[src/rtl/i2cmbe_pkg.sv]
// Shared codes, phase constants and state type of the I2C master byte engine.
package i2cmbe_pkg;

    // Request codes carried in the input tuser field
    localparam logic [2:0] REQ_TICK  = 3'd0;
    localparam logic [2:0] REQ_START = 3'd1;
    localparam logic [2:0] REQ_STOP  = 3'd2;
    localparam logic [2:0] REQ_WRITE = 3'd3;
    localparam logic [2:0] REQ_READ  = 3'd4;

    localparam int unsigned DATA_BITS = 8;

    // Line operation indexes that follow the data bits of a write
    localparam logic [4:0] WR_DATA_END = 5'(3 * DATA_BITS);
    localparam logic [4:0] WR_ACK_SCL  = 5'(3 * DATA_BITS + 1);
    localparam logic [4:0] WR_ACK_PULL = 5'(3 * DATA_BITS + 2);

    // Line operation indexes that follow the data bits of a read
    localparam logic [4:0] RD_DATA_END = 5'(2 * DATA_BITS);
    localparam logic [4:0] RD_ACK_SET  = 5'(2 * DATA_BITS + 1);
    localparam logic [4:0] RD_ACK_SCL  = 5'(2 * DATA_BITS + 2);
    localparam logic [4:0] RD_ACK_PULL = 5'(2 * DATA_BITS + 3);

    typedef struct packed {
        logic       scl_pull;
        logic       sda_pull;
        logic [2:0] cmd;
        logic [4:0] phase;
        logic [3:0] bit_cnt;
        logic [7:0] shift;
        logic       ack_choice;
        logic       nack;
        logic [7:0] last_rx;
    } t_eng_state;

    typedef struct packed {
        logic done;
        logic rejected;
    } t_step_flags;

endpackage

[src/rtl/i2cmbe_step.sv]
// Next-state logic of the engine: one command latch or one line operation per item.
module i2cmbe_step
    import i2cmbe_pkg::*;
(
    input  t_eng_state  i_state,
    input  logic [2:0]  i_req_type,
    input  logic [7:0]  i_tx_byte,
    input  logic        i_ack_read,
    input  logic        i_sda_sample,
    output t_eng_state  o_state,
    output t_step_flags o_flags
);

    logic       busy;
    logic       fin;
    logic [4:0] p;
    logic [4:0] sub;

    assign busy = (i_state.cmd != REQ_TICK);
    assign p    = i_state.phase;

    // During the data bits of a write the bit count equals phase / 3, so the
    // position inside the three-operation bit slot is phase minus three counts.
    assign sub = p - {i_state.bit_cnt, 1'b0} - {1'b0, i_state.bit_cnt};

    always_comb begin
        o_state          = i_state;
        o_flags.done     = 1'b0;
        o_flags.rejected = 1'b0;
        fin              = 1'b0;

        if (i_req_type == REQ_TICK) begin
            if (busy) begin
                unique case (i_state.cmd)
                    REQ_START: begin
                        if (p == 5'd0) begin
                            o_state.sda_pull = 1'b1;
                        end else begin
                            o_state.scl_pull = 1'b1;
                            fin              = 1'b1;
                        end
                    end
                    REQ_STOP: begin
                        if (p == 5'd0) begin
                            o_state.scl_pull = 1'b0;
                        end else begin
                            o_state.sda_pull = 1'b0;
                            fin              = 1'b1;
                        end
                    end
                    REQ_WRITE: begin
                        if (p < WR_DATA_END) begin
                            if (sub == 5'd0) begin
                                o_state.sda_pull = ~i_state.shift[7];
                            end else if (sub == 5'd1) begin
                                o_state.scl_pull = 1'b0;
                            end else begin
                                o_state.scl_pull = 1'b1;
                                o_state.shift    = {i_state.shift[6:0], 1'b0};
                                o_state.bit_cnt  = i_state.bit_cnt + 4'd1;
                            end
                        end else if (p == WR_DATA_END) begin
                            o_state.sda_pull = 1'b0;
                        end else if (p == WR_ACK_SCL) begin
                            o_state.scl_pull = 1'b0;
                            o_state.nack     = i_sda_sample;
                        end else if (p == WR_ACK_PULL) begin
                            o_state.scl_pull = 1'b1;
                        end else begin
                            o_state.sda_pull = 1'b1;
                            fin              = 1'b1;
                        end
                    end
                    REQ_READ: begin
                        if (p == 5'd0) begin
                            o_state.sda_pull = 1'b0;
                        end else if (p <= RD_DATA_END) begin
                            if (p[0]) begin
                                o_state.scl_pull = 1'b0;
                                o_state.shift    = {i_state.shift[6:0], i_sda_sample};
                            end else begin
                                o_state.scl_pull = 1'b1;
                                o_state.bit_cnt  = i_state.bit_cnt + 4'd1;
                            end
                        end else if (p == RD_ACK_SET) begin
                            o_state.sda_pull = i_state.ack_choice;
                        end else if (p == RD_ACK_SCL) begin
                            o_state.scl_pull = 1'b0;
                        end else if (p == RD_ACK_PULL) begin
                            o_state.scl_pull = 1'b1;
                        end else begin
                            o_state.sda_pull = 1'b1;
                            o_state.last_rx  = i_state.shift;
                            fin              = 1'b1;
                        end
                    end
                    default: begin
                        fin = 1'b1;
                    end
                endcase

                if (fin) begin
                    o_state.cmd   = REQ_TICK;
                    o_state.phase = 5'd0;
                end else begin
                    o_state.phase = p + 5'd1;
                end
                o_flags.done = fin;
            end
        end else if (i_req_type <= REQ_READ) begin
            if (busy) begin
                o_flags.rejected = 1'b1;
            end else begin
                o_state.cmd     = i_req_type;
                o_state.phase   = 5'd0;
                o_state.bit_cnt = 4'd0;
                if (i_req_type == REQ_WRITE) begin
                    o_state.shift = i_tx_byte;
                end else if (i_req_type == REQ_READ) begin
                    o_state.shift      = 8'd0;
                    o_state.ack_choice = i_ack_read;
                end
            end
        end
    end

endmodule

[src/rtl/i2c_master_byte_engine_unit.sv]
// Top level of the I2C master byte engine with stream ports and output skid stage.
// The result of an item is registered into the output register when the item is accepted,
// or into the skid register while an earlier result still waits for the master side.
// Throughput: one item per cycle while the skid register is empty; the engine state updates once per item.
// A two-entry output (result register and skid register) keeps the input ready
// while one result waits, so only a second waiting result stalls the input.
// Reset: both lines released, engine idle, all status and received data cleared.
module i2c_master_byte_engine_unit
    import i2cmbe_pkg::*;
(
    input  logic        i_clk,
    input  logic        i_rst_n,
    input  logic        s_axis_tvalid,
    output logic        s_axis_tready,
    input  logic [15:0] s_axis_tdata,  // [7:0] tx_byte, [8] ack_read, [9] sda_sample
    input  logic [2:0]  s_axis_tuser,  // [2:0] req_type
    output logic        m_axis_tvalid,
    input  logic        m_axis_tready,
    // [0] scl_drive_low, [1] sda_drive_low, [2] busy_res, [3] done_res,
    // [11:4] rx_byte, [12] nack, [13] rejected
    output logic [15:0] m_axis_tdata
);

    t_eng_state  r_state;
    t_eng_state  n_state;
    t_step_flags step_flags;
    logic        in_accept;
    logic [15:0] result;

    logic        r_out_valid;
    logic [15:0] r_out_data;
    logic        r_skid_valid;
    logic [15:0] r_skid_data;

    i2cmbe_step u_step (
        .i_state      (r_state),
        .i_req_type   (s_axis_tuser),
        .i_tx_byte    (s_axis_tdata[7:0]),
        .i_ack_read   (s_axis_tdata[8]),
        .i_sda_sample (s_axis_tdata[9]),
        .o_state      (n_state),
        .o_flags      (step_flags)
    );

    assign s_axis_tready = ~r_skid_valid;
    assign in_accept     = s_axis_tvalid & s_axis_tready;

    assign result = {2'b00,
                     step_flags.rejected,
                     n_state.nack,
                     n_state.last_rx,
                     step_flags.done,
                     (n_state.cmd != REQ_TICK),
                     n_state.sda_pull,
                     n_state.scl_pull};

    always_ff @(posedge i_clk) begin
        if (!i_rst_n) begin
            r_state <= '0;
        end else if (in_accept) begin
            r_state <= n_state;
        end
    end

    always_ff @(posedge i_clk) begin
        if (!i_rst_n) begin
            r_out_valid  <= 1'b0;
            r_skid_valid <= 1'b0;
        end else if (r_skid_valid) begin
            if (m_axis_tready) begin
                r_out_data   <= r_skid_data;
                r_skid_valid <= 1'b0;
            end
        end else if (in_accept) begin
            if (!r_out_valid || m_axis_tready) begin
                r_out_data  <= result;
                r_out_valid <= 1'b1;
            end else begin
                r_skid_data  <= result;
                r_skid_valid <= 1'b1;
            end
        end else if (m_axis_tready) begin
            r_out_valid <= 1'b0;
        end
    end

    assign m_axis_tvalid = r_out_valid;
    assign m_axis_tdata  = r_out_data;

endmodule
[config.mk]
export PLATFORM = sky130hd
export DESIGN_NAME = i2c_master_byte_engine_unit
export DESIGN_NICKNAME = d
export VERILOG_FILES = /design/src/rtl/i2cmbe_pkg.sv /design/src/rtl/i2cmbe_step.sv /design/src/rtl/i2c_master_byte_engine_unit.sv
export SDC_FILE = /design/constraint.sdc
export NUM_CORES = 1
export LEC_CHECK = 0
export BUFFER_PORTS_ARGS = -buffer_cell sky130_fd_sc_hd__buf_2
export CORE_ASPECT_RATIO = 1.4
export CORE_MARGIN = 1.5
export CORE_UTILIZATION = 50
export DETAILED_ROUTE_END_ITERATION = 12
export PLACE_DENSITY = 0.77
export REMOVE_ABC_BUFFERS = 1
export SLEW_MARGIN = 0
export SYNTH_ARGS = -nofsm -noshare
export SYNTH_HDL_FRONTEND = slang
export SYNTH_SLANG_ARGS = --single-unit
[constraint.sdc]
create_clock -name i_clk -period 3.55 [get_ports i_clk]
set_clock_uncertainty 0.1 [all_clocks]
set_input_delay 0.5325 -clock i_clk [delete_from_list [all_inputs] [get_ports i_clk]]
set_output_delay 0.5325 -clock i_clk [all_outputs]
set_load 0.1 [all_outputs]
==> flow_summary.ini <==
[run_status]
status = finished clean

[clock_tree]
htree_levels = 3
post-cts-setup-buffer-count = 0
cts_repair_resize_count = 0
clk_pin_slew_ns = 0.08
cts_tree = built
clock_sinks = 62
cts_hold_buf = 0
insertion_delay_ns = 0.36
cts_root_buffer = clkbuf_8
ctsLongestPathBuffers = 2
cts_buffers = 9

[floorplan]
start_util_pct = 51.3
io_pins = 41
fp.coreArea_um2 = 7310
die_x_um = 76.2
die_h_um = 106
rows = 37
die_area_um2 = 8040

[timing]
hold_viol_final = 0
final_max_slew_viol_count = 0
clock.fmax_mhz = 300
slew_headroom_pct = 50.7
setup_viol = 0
min_period_ns = 3.33
fin_crit_sh_pct = 93.8
hold_ws_ns = 0.303
worstMarginPinSlew_ns = 0.729

[synthesis]
synth-edff-count = 28
synthArstFlopShare_pct = 0
synth-seq-cells = 62
synth_warnings = 0
synthFlopType = dfxtp_1
syn_avg_cell_area_um2 = 9.87
yosysUniqueCellTypes = 76
yosysSeqAreaShare_pct = 40.5
synth_cells = 380
syn_area_um2 = 3750

[final_layout]
fin_nets = 458
drive_above_1_share_pct = 25.1
mostFrequentLayoutCell = nor2_1
antenna_cells = 0
area_growth_syn_to_layout_pct = 13.8
final_cell_mix = nor2_1, dfxtp_1, buf_2, nand2_1, edfxtp_1
fin_cells = 519

[min_path]
holdPathStages = 3
worstHoldStart = s_axis_tdata[8]
hp-class = input port to flip-flop

[global_route]
met1_usage_pct = 24.6
busiest_layer = met2
gr-usage-all-layers_pct = 21.6
grt_use_met3_pct = 4.16
grt_util_met2_pct = 37.4
grt_max_degree = 26
antenna_found_initial = 0
grt_first_pass_wirelength_um = 13600
grt_pass1_vias = 2880
overflow = 0

[critical_path]
worstSetupStartpointType = flip-flop
path_class = flip-flop to flip-flop
cp_max_fo = 4
end_kind = flip-flop
setup.worst_path.start = r_state[22]
crit_arrival_ns = 3.32
required_ns = 3.54
timing.rr.start = r_state[22]
reg2reg_depth = 12

[drt]
drc = 0
drt_pre_antenna_iters = 5
routed_via_density = 5.92
dr_total_vias = 3074
wl_per_cell_um = 16.0
antenna_left = 0
wirelength_um = 8310
drtIter0Drc = 239

[power]
ir_drop_mv = 0.261
p_leak_nw = 1.64
p_per_area_nw_per_um2 = 390

[run]
maxCapViolCount = 0

[placed_design]
port_buffers = 32
dp_hpwl_um = 6070
post-place-cells = 503
place_congestion = 0.910
worst max-delay path, cell delays in order, from the launching register on:
cell and delay, ns:
dfxtp_1 0.33, inv_1 0.09, ha_1 0.30, inv_1 0.04
ha_1 0.19, or2_2 0.31, fa_1 0.45, inv_1 0.09
o2111ai_1 0.24, a211oi_2 0.35, o221ai_1 0.20, a31oi_2 0.27
o31ai_1 0.10
kinds of logic after synthesis:
group	Yosys count	share of synthesized area, %
buf+inv	37	4.53
compound gates	93	19.2
flops	62	40.5
xor+xnor	6	1.80
mux	29	8.34
fa+ha+maj	18	6.60
simple gates	134	18.8
other cells	1	0.0999
worst paths after layout:
path	to	slack, ns
worst max-delay path	m_axis_tdata[0]	0.22
worst max register to register	m_axis_tdata[0]	0.22
worst min register to register	r_state[21]	0.38
worst min-delay path	r_state[9]	0.30
state kept, by name, summed over array words and instances (netlist names):
signal / cells
m_axis_tdata: 14
r_skid_valid: 1
r_skid_data: 14
m_axis_tvalid: 1
r_state: 32
Yosys cell counts, drive strengths merged, types with 3 or more instances:
cell / count / area share [%]
o2111ai: 3 / 0.70
a22oi: 11 / 2.3
buf: 13 / 2.1
fa: 3 / 1.6
o211ai: 4 / 0.80
a21o: 3 / 0.60
a31oi: 5 / 0.83
nor2: 47 / 4.9
inv: 18 / 1.8
and2: 5 / 0.83
ha: 15 / 5.0
o31ai: 7 / 1.5
o21ai: 11 / 1.5
dfxtp: 34 / 18
nor2b: 5 / 0.83
nor3b: 5 / 1.1
mux2i: 11 / 2.9
edfxtp: 28 / 22
nor4: 3 / 0.90
nand4: 4 / 0.67
nand3: 11 / 1.5
xnor2: 3 / 0.70
nor3: 11 / 2.2
mux2: 18 / 5.4
nand2: 30 / 3.1
a21oi: 18 / 2.4
clkbuf: 5 / 0.50
a211oi: 9 / 2.9
report_power, final:
| part | internal, mW | switching, mW | total [mW] |
|---|---|---|---|
| Clock | 0.348 | 0.306 | 0.654 |
| Sequential | 0.765 | 0.0173 | 0.782 |
| Combinational | 0.0615 | 0.167 | 0.228 |
| Total | 1.17 | 0.490 | 1.66 |
routing by layer:
metal,vias up,share of wire (%)
li1,1481,-
met1,1483,41
met2,85,51
met3,25,4.7
met4,0,3.6
met5,-,0
layout make-up:
type	count	area, µm²
fill	666	3040
multi-input combinational	282	2110
sequential	62	1520
timing repair buffer	43	243
clock buffer	10	138
tap	97	121
inverter	19	71.3
clock inverter	6	68.8
per-stage QoR:
stage / setup slack (ns) / utilization (%) / total power, mW / TNS [ns] / instance area (µm²)
global placement: 0.114 / 55.0 / 1.02 / 0 / 4020
detailed placement: 0.0257 / 55.0 / 1.02 / 0 / 4020
CTS: 0.00215 / 57.8 / 1.67 / 0 / 4230
finish: 0.218 / 58.4 / 1.66 / 0 / 4270
global route: -0.0385 / 58.4 / 1.72 / -0.0459 / 4270
floorplan: 0.230 / - / 0.965 / 0 / 3660
Note: power is estimated with default switching activity, not from simulation.
